`src/rtl/dss_pkg.sv`:
```
// Types, register codes and the ECC200 symbol size table.
package dss_pkg;

  localparam int IDX_W  = 5;
  localparam int NEED_W = 11;

  // Register indexes on the configuration port.
  localparam logic [2:0] REG_SHAPE_MODE       = 3'd0;
  localparam logic [2:0] REG_MIN_WIDTH        = 3'd1;
  localparam logic [2:0] REG_MIN_HEIGHT       = 3'd2;
  localparam logic [2:0] REG_MAX_WIDTH        = 3'd3;
  localparam logic [2:0] REG_MAX_HEIGHT       = 3'd4;
  localparam logic [2:0] REG_FAIL_ON_OVERFLOW = 3'd5;

  // Shape mode codes; the unused code behaves as any shape.
  localparam logic [1:0] SHAPE_ANY    = 2'd0;
  localparam logic [1:0] SHAPE_SQUARE = 2'd1;
  localparam logic [1:0] SHAPE_RECT   = 2'd2;

  typedef struct packed {
    logic        rect;
    logic [7:0]  width;
    logic [7:0]  height;
    logic [10:0] data;
    logic [9:0]  ecc;
    logic [4:0]  rw;
    logic [4:0]  rh;
    logic [2:0]  hr;
    logic [2:0]  vr;
    logic [3:0]  blocks;
  } dss_entry_t;

  typedef struct packed {
    logic [1:0] shape;
    logic [7:0] min_w;
    logic [7:0] min_h;
    logic [7:0] max_w;
    logic [7:0] max_h;
  } dss_cfg_t;

  // Search token handed from cell to cell.
  typedef struct packed {
    logic              found;
    logic [IDX_W-1:0]  idx;
    logic [NEED_W-1:0] need;
  } dss_token_t;

  function automatic dss_entry_t mk_entry(input int rect, input int w, input int h,
                                          input int d, input int e, input int rw,
                                          input int rh, input int hr, input int vr,
                                          input int bl);
    dss_entry_t ent;
    ent.rect   = 1'(rect);
    ent.width  = 8'(w);
    ent.height = 8'(h);
    ent.data   = 11'(d);
    ent.ecc    = 10'(e);
    ent.rw     = 5'(rw);
    ent.rh     = 5'(rh);
    ent.hr     = 3'(hr);
    ent.vr     = 3'(vr);
    ent.blocks = 4'(bl);
    return ent;
  endfunction

  // Full width and height include the finder and clock borders of every region.
  function automatic dss_entry_t dss_entry(input logic [IDX_W-1:0] i);
    dss_entry_t ent;
    case (i)
      5'd0:    ent = mk_entry(0,  10,  10,    3,   5,  8,  8, 1, 1,  1);
      5'd1:    ent = mk_entry(0,  12,  12,    5,   7, 10, 10, 1, 1,  1);
      5'd2:    ent = mk_entry(1,  18,   8,    5,   7, 16,  6, 1, 1,  1);
      5'd3:    ent = mk_entry(0,  14,  14,    8,  10, 12, 12, 1, 1,  1);
      5'd4:    ent = mk_entry(1,  32,   8,   10,  11, 14,  6, 2, 1,  1);
      5'd5:    ent = mk_entry(0,  16,  16,   12,  12, 14, 14, 1, 1,  1);
      5'd6:    ent = mk_entry(1,  26,  12,   16,  14, 24, 10, 1, 1,  1);
      5'd7:    ent = mk_entry(0,  18,  18,   18,  14, 16, 16, 1, 1,  1);
      5'd8:    ent = mk_entry(0,  20,  20,   22,  18, 18, 18, 1, 1,  1);
      5'd9:    ent = mk_entry(1,  36,  12,   22,  18, 16, 10, 2, 1,  1);
      5'd10:   ent = mk_entry(0,  22,  22,   30,  20, 20, 20, 1, 1,  1);
      5'd11:   ent = mk_entry(1,  36,  16,   32,  24, 16, 14, 2, 1,  1);
      5'd12:   ent = mk_entry(0,  24,  24,   36,  24, 22, 22, 1, 1,  1);
      5'd13:   ent = mk_entry(0,  26,  26,   44,  28, 24, 24, 1, 1,  1);
      5'd14:   ent = mk_entry(1,  48,  16,   49,  28, 22, 14, 2, 1,  1);
      5'd15:   ent = mk_entry(0,  32,  32,   62,  36, 14, 14, 2, 2,  1);
      5'd16:   ent = mk_entry(0,  36,  36,   86,  42, 16, 16, 2, 2,  1);
      5'd17:   ent = mk_entry(0,  40,  40,  114,  48, 18, 18, 2, 2,  1);
      5'd18:   ent = mk_entry(0,  44,  44,  144,  56, 20, 20, 2, 2,  1);
      5'd19:   ent = mk_entry(0,  48,  48,  174,  68, 22, 22, 2, 2,  1);
      5'd20:   ent = mk_entry(0,  52,  52,  204,  84, 24, 24, 2, 2,  2);
      5'd21:   ent = mk_entry(0,  64,  64,  280, 112, 14, 14, 4, 4,  2);
      5'd22:   ent = mk_entry(0,  72,  72,  368, 144, 16, 16, 4, 4,  4);
      5'd23:   ent = mk_entry(0,  80,  80,  456, 192, 18, 18, 4, 4,  4);
      5'd24:   ent = mk_entry(0,  88,  88,  576, 224, 20, 20, 4, 4,  4);
      5'd25:   ent = mk_entry(0,  96,  96,  696, 272, 22, 22, 4, 4,  4);
      5'd26:   ent = mk_entry(0, 104, 104,  816, 336, 24, 24, 4, 4,  6);
      5'd27:   ent = mk_entry(0, 120, 120, 1050, 408, 18, 18, 6, 6,  6);
      5'd28:   ent = mk_entry(0, 132, 132, 1304, 496, 20, 20, 6, 6,  8);
      5'd29:   ent = mk_entry(0, 144, 144, 1558, 620, 22, 22, 6, 6, 10);
      default: ent = '0;
    endcase
    return ent;
  endfunction

endpackage

```
`src/rtl/dss_cell.sv`:
```
// One search cell: tests its own table entry and passes the token on.
module dss_cell import dss_pkg::*; #(
  parameter int IDX = 0
) (
  input  logic       clk,
  input  logic       rst_n,
  input  logic       advance,
  input  dss_cfg_t   cfg,
  input  logic       prev_valid,
  input  dss_token_t prev_tok,
  output logic       tok_valid,
  output dss_token_t tok
);

  localparam dss_entry_t ENT = dss_entry(IDX_W'(IDX));

  logic       shape_ok;
  logic       size_ok;
  logic       cap_ok;
  logic       valid_r;
  dss_token_t tok_r;
  dss_token_t tok_nxt;

  assign shape_ok = !((cfg.shape == SHAPE_SQUARE) && ENT.rect) &&
                    !((cfg.shape == SHAPE_RECT) && !ENT.rect);
  assign size_ok  = (ENT.width >= cfg.min_w) && (ENT.height >= cfg.min_h) &&
                    (ENT.width <= cfg.max_w) && (ENT.height <= cfg.max_h);
  assign cap_ok   = prev_tok.need <= ENT.data;

  always_comb begin
    tok_nxt = prev_tok;
    if (!prev_tok.found && shape_ok && size_ok && cap_ok) begin
      tok_nxt.found = 1'b1;
      tok_nxt.idx   = IDX_W'(IDX);
    end
  end

  always_ff @(posedge clk) begin
    if (!rst_n) begin
      valid_r <= 1'b0;
    end else if (advance) begin
      valid_r <= prev_valid;
    end
  end

  always_ff @(posedge clk) begin
    if (advance) begin
      tok_r <= tok_nxt;
    end
  end

  assign tok_valid = valid_r;
  assign tok       = tok_r;

endmodule

```
`src/rtl/datamatrix_symbol_size_select.sv`:
```
// Top level of the Data Matrix ECC200 symbol size selector.
// Each transaction on the input carries a count of data codewords and yields exactly one
// result transaction: the first symbol size of the standard table, in table order, whose
// shape matches shape_mode, whose full width and height lie within the configured
// minimum and maximum, and whose capacity holds the count. The search runs down a
// row of SYMBOL_COUNT cells, one per table entry, and while the row is not held a
// request moves one cell per clock. The result is read from the last cell's register.
// The row is a pipeline: while the output is not stalled a new transaction is taken
// every cycle. When the output stalls, the whole row holds and the input is stalled
// with it. If no entry fits, found is 0, every geometry field is 0, and error_flag
// follows fail_on_overflow.
module datamatrix_symbol_size_select import dss_pkg::*; #(
  parameter int SYMBOL_COUNT = 30
) (
  input  logic        clk,
  input  logic        rst_n,
  // Configuration port.
  input  logic        psel,
  input  logic        penable,
  input  logic        pwrite,
  input  logic [4:0]  paddr,
  input  logic [31:0] pwdata,
  output logic [31:0] prdata,
  output logic        pready,
  // Request channel.
  input  logic        in_valid,
  output logic        in_stall,
  input  logic [10:0] in_data_codewords,
  // Result channel.
  output logic        out_valid,
  input  logic        out_stall,
  output logic        out_found,
  output logic        out_error_flag,
  output logic [4:0]  out_symbol_index,
  output logic [7:0]  out_symbol_width,
  output logic [7:0]  out_symbol_height,
  output logic [10:0] out_data_capacity,
  output logic [9:0]  out_error_codewords,
  output logic [4:0]  out_region_width,
  output logic [4:0]  out_region_height,
  output logic [2:0]  out_horizontal_regions,
  output logic [2:0]  out_vertical_regions,
  output logic [3:0]  out_interleaved_blocks
);

  // Configuration registers.
  logic [1:0] shape_mode_r;
  logic [7:0] min_width_r;
  logic [7:0] min_height_r;
  logic [7:0] max_width_r;
  logic [7:0] max_height_r;
  logic       fail_on_overflow_r;

  logic       cfg_write;
  logic [2:0] reg_sel;
  dss_cfg_t   cfg;

  assign pready    = 1'b1;
  assign reg_sel   = paddr[4:2];
  assign cfg_write = psel && penable && pwrite;

  always_ff @(posedge clk) begin
    if (!rst_n) begin
      shape_mode_r       <= SHAPE_ANY;
      min_width_r        <= 8'd0;
      min_height_r       <= 8'd0;
      max_width_r        <= 8'd144;
      max_height_r       <= 8'd144;
      fail_on_overflow_r <= 1'b1;
    end else if (cfg_write) begin
      case (reg_sel)
        REG_SHAPE_MODE:       shape_mode_r       <= pwdata[1:0];
        REG_MIN_WIDTH:        min_width_r        <= pwdata[7:0];
        REG_MIN_HEIGHT:       min_height_r       <= pwdata[7:0];
        REG_MAX_WIDTH:        max_width_r        <= pwdata[7:0];
        REG_MAX_HEIGHT:       max_height_r       <= pwdata[7:0];
        REG_FAIL_ON_OVERFLOW: fail_on_overflow_r <= pwdata[0];
        default: ;
      endcase
    end
  end

  always_comb begin
    case (reg_sel)
      REG_SHAPE_MODE:       prdata = {30'd0, shape_mode_r};
      REG_MIN_WIDTH:        prdata = {24'd0, min_width_r};
      REG_MIN_HEIGHT:       prdata = {24'd0, min_height_r};
      REG_MAX_WIDTH:        prdata = {24'd0, max_width_r};
      REG_MAX_HEIGHT:       prdata = {24'd0, max_height_r};
      REG_FAIL_ON_OVERFLOW: prdata = {31'd0, fail_on_overflow_r};
      default:              prdata = 32'd0;
    endcase
  end

  assign cfg.shape = shape_mode_r;
  assign cfg.min_w = min_width_r;
  assign cfg.min_h = min_height_r;
  assign cfg.max_w = max_width_r;
  assign cfg.max_h = max_height_r;

  // The row moves as one: it advances unless a finished result is held by the sink.
  logic advance;

  logic       chain_valid [0:SYMBOL_COUNT];
  dss_token_t chain_tok   [0:SYMBOL_COUNT];

  assign advance  = !out_valid || !out_stall;
  assign in_stall = !advance;

  assign chain_valid[0]     = in_valid;
  assign chain_tok[0].found = 1'b0;
  assign chain_tok[0].idx   = '0;
  assign chain_tok[0].need  = in_data_codewords;

  for (genvar g = 0; g < SYMBOL_COUNT; g++) begin : g_cell
    dss_cell #(.IDX(g)) u_cell (
      .clk        (clk),
      .rst_n      (rst_n),
      .advance    (advance),
      .cfg        (cfg),
      .prev_valid (chain_valid[g]),
      .prev_tok   (chain_tok[g]),
      .tok_valid  (chain_valid[g+1]),
      .tok        (chain_tok[g+1])
    );
  end

  // The last cell's register is the output register; its fields are looked up from
  // the chosen index, and a miss reads as all zeros.
  dss_token_t last_tok;
  dss_entry_t sel;

  assign last_tok  = chain_tok[SYMBOL_COUNT];
  assign out_valid = chain_valid[SYMBOL_COUNT];
  assign sel       = last_tok.found ? dss_entry(last_tok.idx) : '0;

  assign out_found              = last_tok.found;
  assign out_error_flag         = !last_tok.found && fail_on_overflow_r;
  assign out_symbol_index       = last_tok.found ? last_tok.idx : '0;
  assign out_symbol_width       = sel.width;
  assign out_symbol_height      = sel.height;
  assign out_data_capacity      = sel.data;
  assign out_error_codewords    = sel.ecc;
  assign out_region_width       = sel.rw;
  assign out_region_height      = sel.rh;
  assign out_horizontal_regions = sel.hr;
  assign out_vertical_regions   = sel.vr;
  assign out_interleaved_blocks = sel.blocks;

endmodule

```
`config.mk`:
```
export PLATFORM = sky130hd
export DESIGN_NAME = datamatrix_symbol_size_select
export DESIGN_NICKNAME = d
export VERILOG_FILES = /design/src/rtl/dss_pkg.sv /design/src/rtl/dss_cell.sv /design/src/rtl/datamatrix_symbol_size_select.sv
export SDC_FILE = /design/constraint.sdc
export NUM_CORES = 1
export LEC_CHECK = 0
export BUFFER_PORTS_ARGS = -buffer_cell sky130_fd_sc_hd__buf_2
export CAP_MARGIN = 0
export CORE_AREA = 2 2 244 246
export DETAILED_ROUTE_END_ITERATION = 8
export DIE_AREA = 0 0 246 248
export GPL_ROUTABILITY_DRIVEN = 0
export SLEW_MARGIN = 5
export SYNTH_ARGS = -nofsm -noshare
export SYNTH_HDL_FRONTEND = slang
export SYNTH_SLANG_ARGS = --single-unit
```
`constraint.sdc`:
```
create_clock -name clk -period 38.1 [get_ports clk]
set_input_delay 3.81 -clock clk [delete_from_list [all_inputs] [get_ports clk]]
set_output_delay 3.81 -clock clk [all_outputs]
set_load 0.01 [all_outputs]
```
* Word-level counts from Yosys, hierarchy flattened
Memories as Yosys holds them, arrays and structs flattened. A register that Yosys moved wholly into a read port is not among the register bits.
Index checks and enable logic that the tools add are counted.
** Storage, ports and cells
- Register bits :: 564
- Latch bits :: 0
- Bits in writable memories :: 0
- Bits in read-only memories :: 1728
- Input port bits :: 55
- Logic and storage cells :: 492
- Memories :: 1
** Memories
- (no name shown) :: words 32, bits a word 54, rd ports 1, clocked after memory_dff 1, wr ports 0, line dss_pkg.sv:69 : case (i)
** Operators by class
- $add $sub $neg :: 0
- $mul :: 0
- Div/mod/pow operators :: 0
- Magnitude comparators :: 128
- Equal/unequal tests :: 7
- Shift operators :: 0
- Multiplexer cells :: 6
- Bitwise operators :: 0
- Reductions and logical operators :: 225
** Operator list (count)
- 1-bit logical AND :: 182
- 7-bit by 8-bit greater-or-equal comparator with 1-bit output, first input constant :: 14
- 7-bit by 8-bit less-or-equal comparator with 1-bit output, first input constant :: 14
- 5-bit by 8-bit greater-or-equal comparator with 1-bit output, first input constant :: 12
- 6-bit by 8-bit greater-or-equal comparator with 1-bit output, first input constant :: 12
- 5-bit by 8-bit less-or-equal comparator with 1-bit output, first input constant :: 12
- 6-bit by 8-bit less-or-equal comparator with 1-bit output, first input constant :: 12
- 57-bit 2-to-1 mux :: 1
- 4-bit by 8-bit greater-or-equal comparator with 1-bit output, first input constant :: 7
- 4-bit by 8-bit less-or-equal comparator with 1-bit output, first input constant :: 7
- 11-bit by 5-bit less-or-equal comparator with 1-bit output, second input constant :: 5
- 11-bit by 6-bit less-or-equal comparator with 1-bit output, second input constant :: 5
- 8-bit case mux with 6 select lines :: 1
- 1-bit logical NOT :: 35
- 11-bit by 10-bit less-or-equal comparator with 1-bit output, second input constant :: 3
- 11-bit less-or-equal comparator, second input constant :: 3
- 11-bit by 4-bit less-or-equal comparator with 1-bit output, second input constant :: 3
- 11-bit by 8-bit less-or-equal comparator with 1-bit output, second input constant :: 3
- 11-bit by 9-bit less-or-equal comparator with 1-bit output, second input constant :: 3
- 8-bit greater-or-equal comparator, first input constant :: 4
- 8-bit less-or-equal comparator, first input constant :: 4
- 11-bit by 3-bit less-or-equal comparator with 1-bit output, second input constant :: 2
- 11-bit by 7-bit less-or-equal comparator with 1-bit output, second input constant :: 2
- 5-bit 2-to-1 mux :: 3
- other kinds (10) :: 17

* Logic depth before layout (Yosys ltp)
- Depth after elaboration :: 8
- Mapped depth :: 14
- Mapped depth without buffers :: 11

* Cells and area by module
A second synthesis with hierarchy kept.
** Unflattened totals
- Cells, all modules :: 1790
- Area, all modules :: 25585.8 um^2
** By module, submodules not included
- datamatrix_symbol_size_select :: instances 1, cells each 457, area an instance 3537.1 um^2
- dss_cell (g_cell[12].u_cell) :: instances 1, cells each 44, area an instance 793.3 um^2
- dss_cell (g_cell[10].u_cell) :: instances 1, cells each 47, area an instance 787.0 um^2
- dss_cell (g_cell[17].u_cell) :: instances 1, cells each 47, area an instance 774.5 um^2
- dss_cell (g_cell[9].u_cell) :: instances 1, cells each 46, area an instance 773.2 um^2
- dss_cell (g_cell[13].u_cell) :: instances 1, cells each 47, area an instance 762.0 um^2
- dss_cell (g_cell[25].u_cell) :: instances 1, cells each 43, area an instance 762.0 um^2
- dss_cell (g_cell[3].u_cell) :: instances 1, cells each 46, area an instance 762.0 um^2
- dss_cell (g_cell[14].u_cell) :: instances 1, cells each 43, area an instance 754.5 um^2
- dss_cell (g_cell[2].u_cell) :: instances 1, cells each 45, area an instance 753.2 um^2
- dss_cell (g_cell[6].u_cell) :: instances 1, cells each 45, area an instance 745.7 um^2
- dss_cell (g_cell[8].u_cell) :: instances 1, cells each 48, area an instance 742.0 um^2
- dss_cell (g_cell[23].u_cell) :: instances 1, cells each 42, area an instance 737.0 um^2
- dss_cell (g_cell[28].u_cell) :: instances 1, cells each 48, area an instance 735.7 um^2
- +17 rows

* Worst setup path after synthesis
OpenSTA, ideal clock, no wires.
- Kind :: input -> register
- Start point :: input out_stall
- End point :: register g_cell[0].u_cell.tok_r (netlist bit g_cell[0].u_cell.tok[0]), enable pin
- Setup time :: 1.013 ns
- Arrival :: 16.983 ns
- Required time :: 37.087 ns
- Setup slack :: 20.104 ns
- Stages on the path :: 3
- Path buffers :: 2
- Cell sequence :: nand2_1 -> clkbuf_1 -> buf_1
** On the way
- Word-level cells in the longest chain between the ends :: 2
** Ends and longest elaborated chain
- start: declaration :: line datamatrix_symbol_size_select.sv:31 : input logic out_stall,
- 1-bit logical NOT :: line datamatrix_symbol_size_select.sv:107 : assign advance = !out_valid || !out_stall;
- 1-bit logical OR :: line datamatrix_symbol_size_select.sv:107
- end signal: assignment :: line dss_cell.sv:48 : tok_r <= tok_nxt;
- end: declaration :: line dss_cell.sv:21 : dss_token_t tok_r;
No other way between the ends.
A chain may end at the register's enable or synchronous reset.

* Final worst setup path
- Start point :: input out_stall
- End point :: output in_stall
** On the way
- Word-level cells in the longest chain between the ends :: 3
** Ends and longest elaborated chain
- 1-bit logical NOT :: line datamatrix_symbol_size_select.sv:107
- 1-bit logical OR :: line datamatrix_symbol_size_select.sv:107
- 1-bit logical NOT :: line datamatrix_symbol_size_select.sv:108 : assign in_stall = !advance;
- end: declaration :: line datamatrix_symbol_size_select.sv:27 : output logic in_stall,
No other way between the ends.

==> flow_metrics.tcl <==
set metrics [dict create \
    clkLatencyLatePin_ns 0.62 \
    power_mw 1.64 \
    crit_family "buffers and inverters" \
    numCtsBuffers 59 \
    vias_per_cell 5.30 \
    synth_edf_count 468 \
    crit_type "input pin to output port" \
    post_cts_buffers 0 \
    io_buffers 98 \
    critPathMaxFanout 75 \
    seq_area_frac_synth_pct 70.7 \
    start_util_pct 39.5 \
    ant_nets 0 \
    routedWlPerCell_um 18.3 \
    synth_area_leaders "edfxtp_1 61%, dfxtp_1 9.9%, nand2_1 2.5%, and2_1 2.1%, nor2b_1 1.7%" \
    clkSinkCount 582 \
    end_kind "output port" \
    critical_path_buf_inv_count 3 \
    critPathLaunch "out_stall" \
    synth_top_area_cell "edfxtp_1" \
    fin_skew_ns 0.0233 \
    root_buffer "clkbuf_16" \
    fillers 5258 \
    num_rows 89 \
    place_hpwl_um 31400 \
    diodes 0 \
    drv_slew 0 \
    boundaryPins 154 \
    clk_pin_slew_ns 0.06 \
    nNetsFinal 1847 \
    grt_pass1_wl_um 73100 \
    htree_levels 2 \
    synth_area_per_cell_um2 13.6 \
    cts_resized 0 \
    clock_path_buffers 3 \
    rsz0062_at_grt "false" \
    synth_warnings 0 \
    timing.rr.start "min_height_r[3]$_SDFFE_PN0P_" \
    max-cap-violations 0 \
    hold_buffers 0 \
    worstHoldStart "g_cell[13].u_cell.tok[0]$_DFFE_PN_" \
    syn_area_mm2 0.0231 \
    drtIter0Drc 1393 \
    die_h_um 248 \
    drt_wl_total_um 47600 \
    layout-drive-gt1-share_pct 15.3 \
    cpPeakStageDelay_ns 0.62 \
    syn_inst 1700 \
    grt_usage_pct 15.3 \
    worstPathCellList "buf_2 > nand2_4 > inv_2 > buf_2" \
    dr_total_vias 13800 \
    ys_ff_latch 582 \
    hold_violations 0 \
    status "finished clean" \
    synth.top_cell.area_share_pct 60.9 \
    dr.pass1.iters 6 \
    crit_path_frequent_cell "buf_2" \
    grt_pass1_vias 13200 \
    vdd_drop_max_mv 0.0392 \
    setup_tns_ns 0 \
    fin_util_pct 44.6 \
    powerDensity_mw_per_mm2 62.8 \
    relSlewSlack_pct 28.3 \
    synth_ff_type "edfxtp_1" \
    dpl.cell_count 2491 \
    synth-async-reset-ratio_pct 0 \
    overflow 0 \
    antenna_found_initial 0 \
    setup_viol 0 \
    crit_arrival_ns 5.34 \
    die_area_mm2 0.0610 \
    drc 0 \
    die_w_um 246 \
    power.leakage_nw 9.97 \
    finalCritPeriodShare_pct 24.0 \
    final_cell_count_no_fill 2599 \
    whs_ns 0.419 \
    max_freq_mhz 109 \
    finalCriticalPeriod_ns 9.15 \
    cts_tree "built" \
    crit_slowest_cell "nand2_4" \
    critPathLaunchType "input pin" \
    worst_slew_pin_slew_ns 1.07 \
    synth.distinct_cells 84 \
    area_growth_pct 13.0 \
    core_region_area_mm2 0.0585 \
    worstHoldPathType "flop to flop" \
    grt_start_max_net_pins 190 \
    required_ns 34.29 \
]
report_power, final:
group | switching [mW] | total [mW] | internal [mW]
sequential | 0.0257 | 0.781 | 0.755
combinational | 0.174 | 0.286 | 0.111
clock | 0.235 | 0.571 | 0.336
final timing paths:
kind         slack [ns]                                 end  cells past startpoint
min reg2reg        0.42  g_cell[14].u_cell.tok[0]$_DFFE_PN_                      0
max               28.95                            in_stall                      4
max reg2reg       33.68                                flop                     13
min                0.42  g_cell[14].u_cell.tok[0]$_DFFE_PN_                      0
through the flow:
stage	setup slack, ns	area [um2]
floorplan	20.10	23200
global placement	28.93	24100
detailed placement	28.91	24100
CTS	28.91	26100
global route	28.79	26100
finish	28.95	26100
cell type report:
cell class	instances	area [um2]	share of cell area, %
inverter	10	37.5	0.144
tap	773	967	3.71
sequential	582	16300	62.6
timing repair buffer	109	606	2.32
clock buffer	73	1550	5.94
multi-input combinational	1018	6210	23.8
clock inverter	34	375	1.44
Yosys cell counts (5+ instances only):
master,instances
edfxtp_1,468
nand2_1,152
dfxtp_1,114
and2_1,77
o21ai_0,67
nor2b_1,62
or2_2,62
clkbuf_1,58
nand2b_1,51
nand3_1,51
nor2_1,48
a21oi_1,47
a21boi_0,39
buf_4,36
nor3_1,31
mux2i_1,30
nor4_1,27
nand4_1,17
or3_1,16
o211ai_1,15
a22oi_1,14
buf_2,14
a21o_1,12
a31oi_1,12
ha_1,12
or4_1,12
and3_1,10
mux2_2,9
a211oi_1,8
o21a_1,8
o22ai_1,8
inv_1,7
o31ai_1,6
buf_1,5
o311ai_0,5
cells in the final DEF (no fill, tap or decap), types with 17 or more instances in the layout:
cell / Yosys / layout
buf_2: 14 / 98
nand2_1: 152 / 151
a21oi_1: 47 / 47
a21boi_0: 39 / 39
nor2_1: 48 / 48
nor4_1: 27 / 27
or2_2: 62 / 62
nor3_1: 31 / 31
o21ai_0: 67 / 67
conb_1: 2 / 29
nand3_1: 51 / 51
clkbuf_16: 0 / 60
nand2b_1: 51 / 51
nor2b_1: 62 / 62
nand4_1: 17 / 17
and2_1: 77 / 77
edfxtp_1: 468 / 468
mux2i_1: 30 / 30
dfxtp_1: 114 / 114
cell families (layout without fill, tap and decap cells):
logic type	after synthesis	count (layout)	synth area share [%]
other	2	29	0.0325
AO/OA/AOI/OAI	304	304	9.00
multiplexers	41	41	1.93
XOR/XNOR	1	1	0.0379
flip-flops	582	582	70.7
buffers and inverters	127	226	2.86
AND/OR/NAND/NOR	631	631	14.7
adder cells (fa/ha/maj)	12	12	0.650
per-layer routing:
| metal | wire [um] | track usage (%) |
|---|---|---|
| met3 | 3380 | 3.00 |
| met5 | 0 | 0 |
| met1 | 20500 | 20.8 |
| met2 | 22600 | 24.8 |
| met4 | 1070 | 4.74 |
state kept, by name, summed over array words and instances (netlist names), named ones only:
| register | count |
|---|---|
| min_height_r | 8 |
| max_height_r | 8 |
| max_width_r | 8 |
| shape_mode_r | 2 |
| g_cell.u_cell.tok_valid | 30 |
| g_cell.u_cell.tok | 468 |
| fail_on_overflow_r | 1 |
| min_width_r | 8 |
Note: power is estimated with default switching activity, not from simulation.
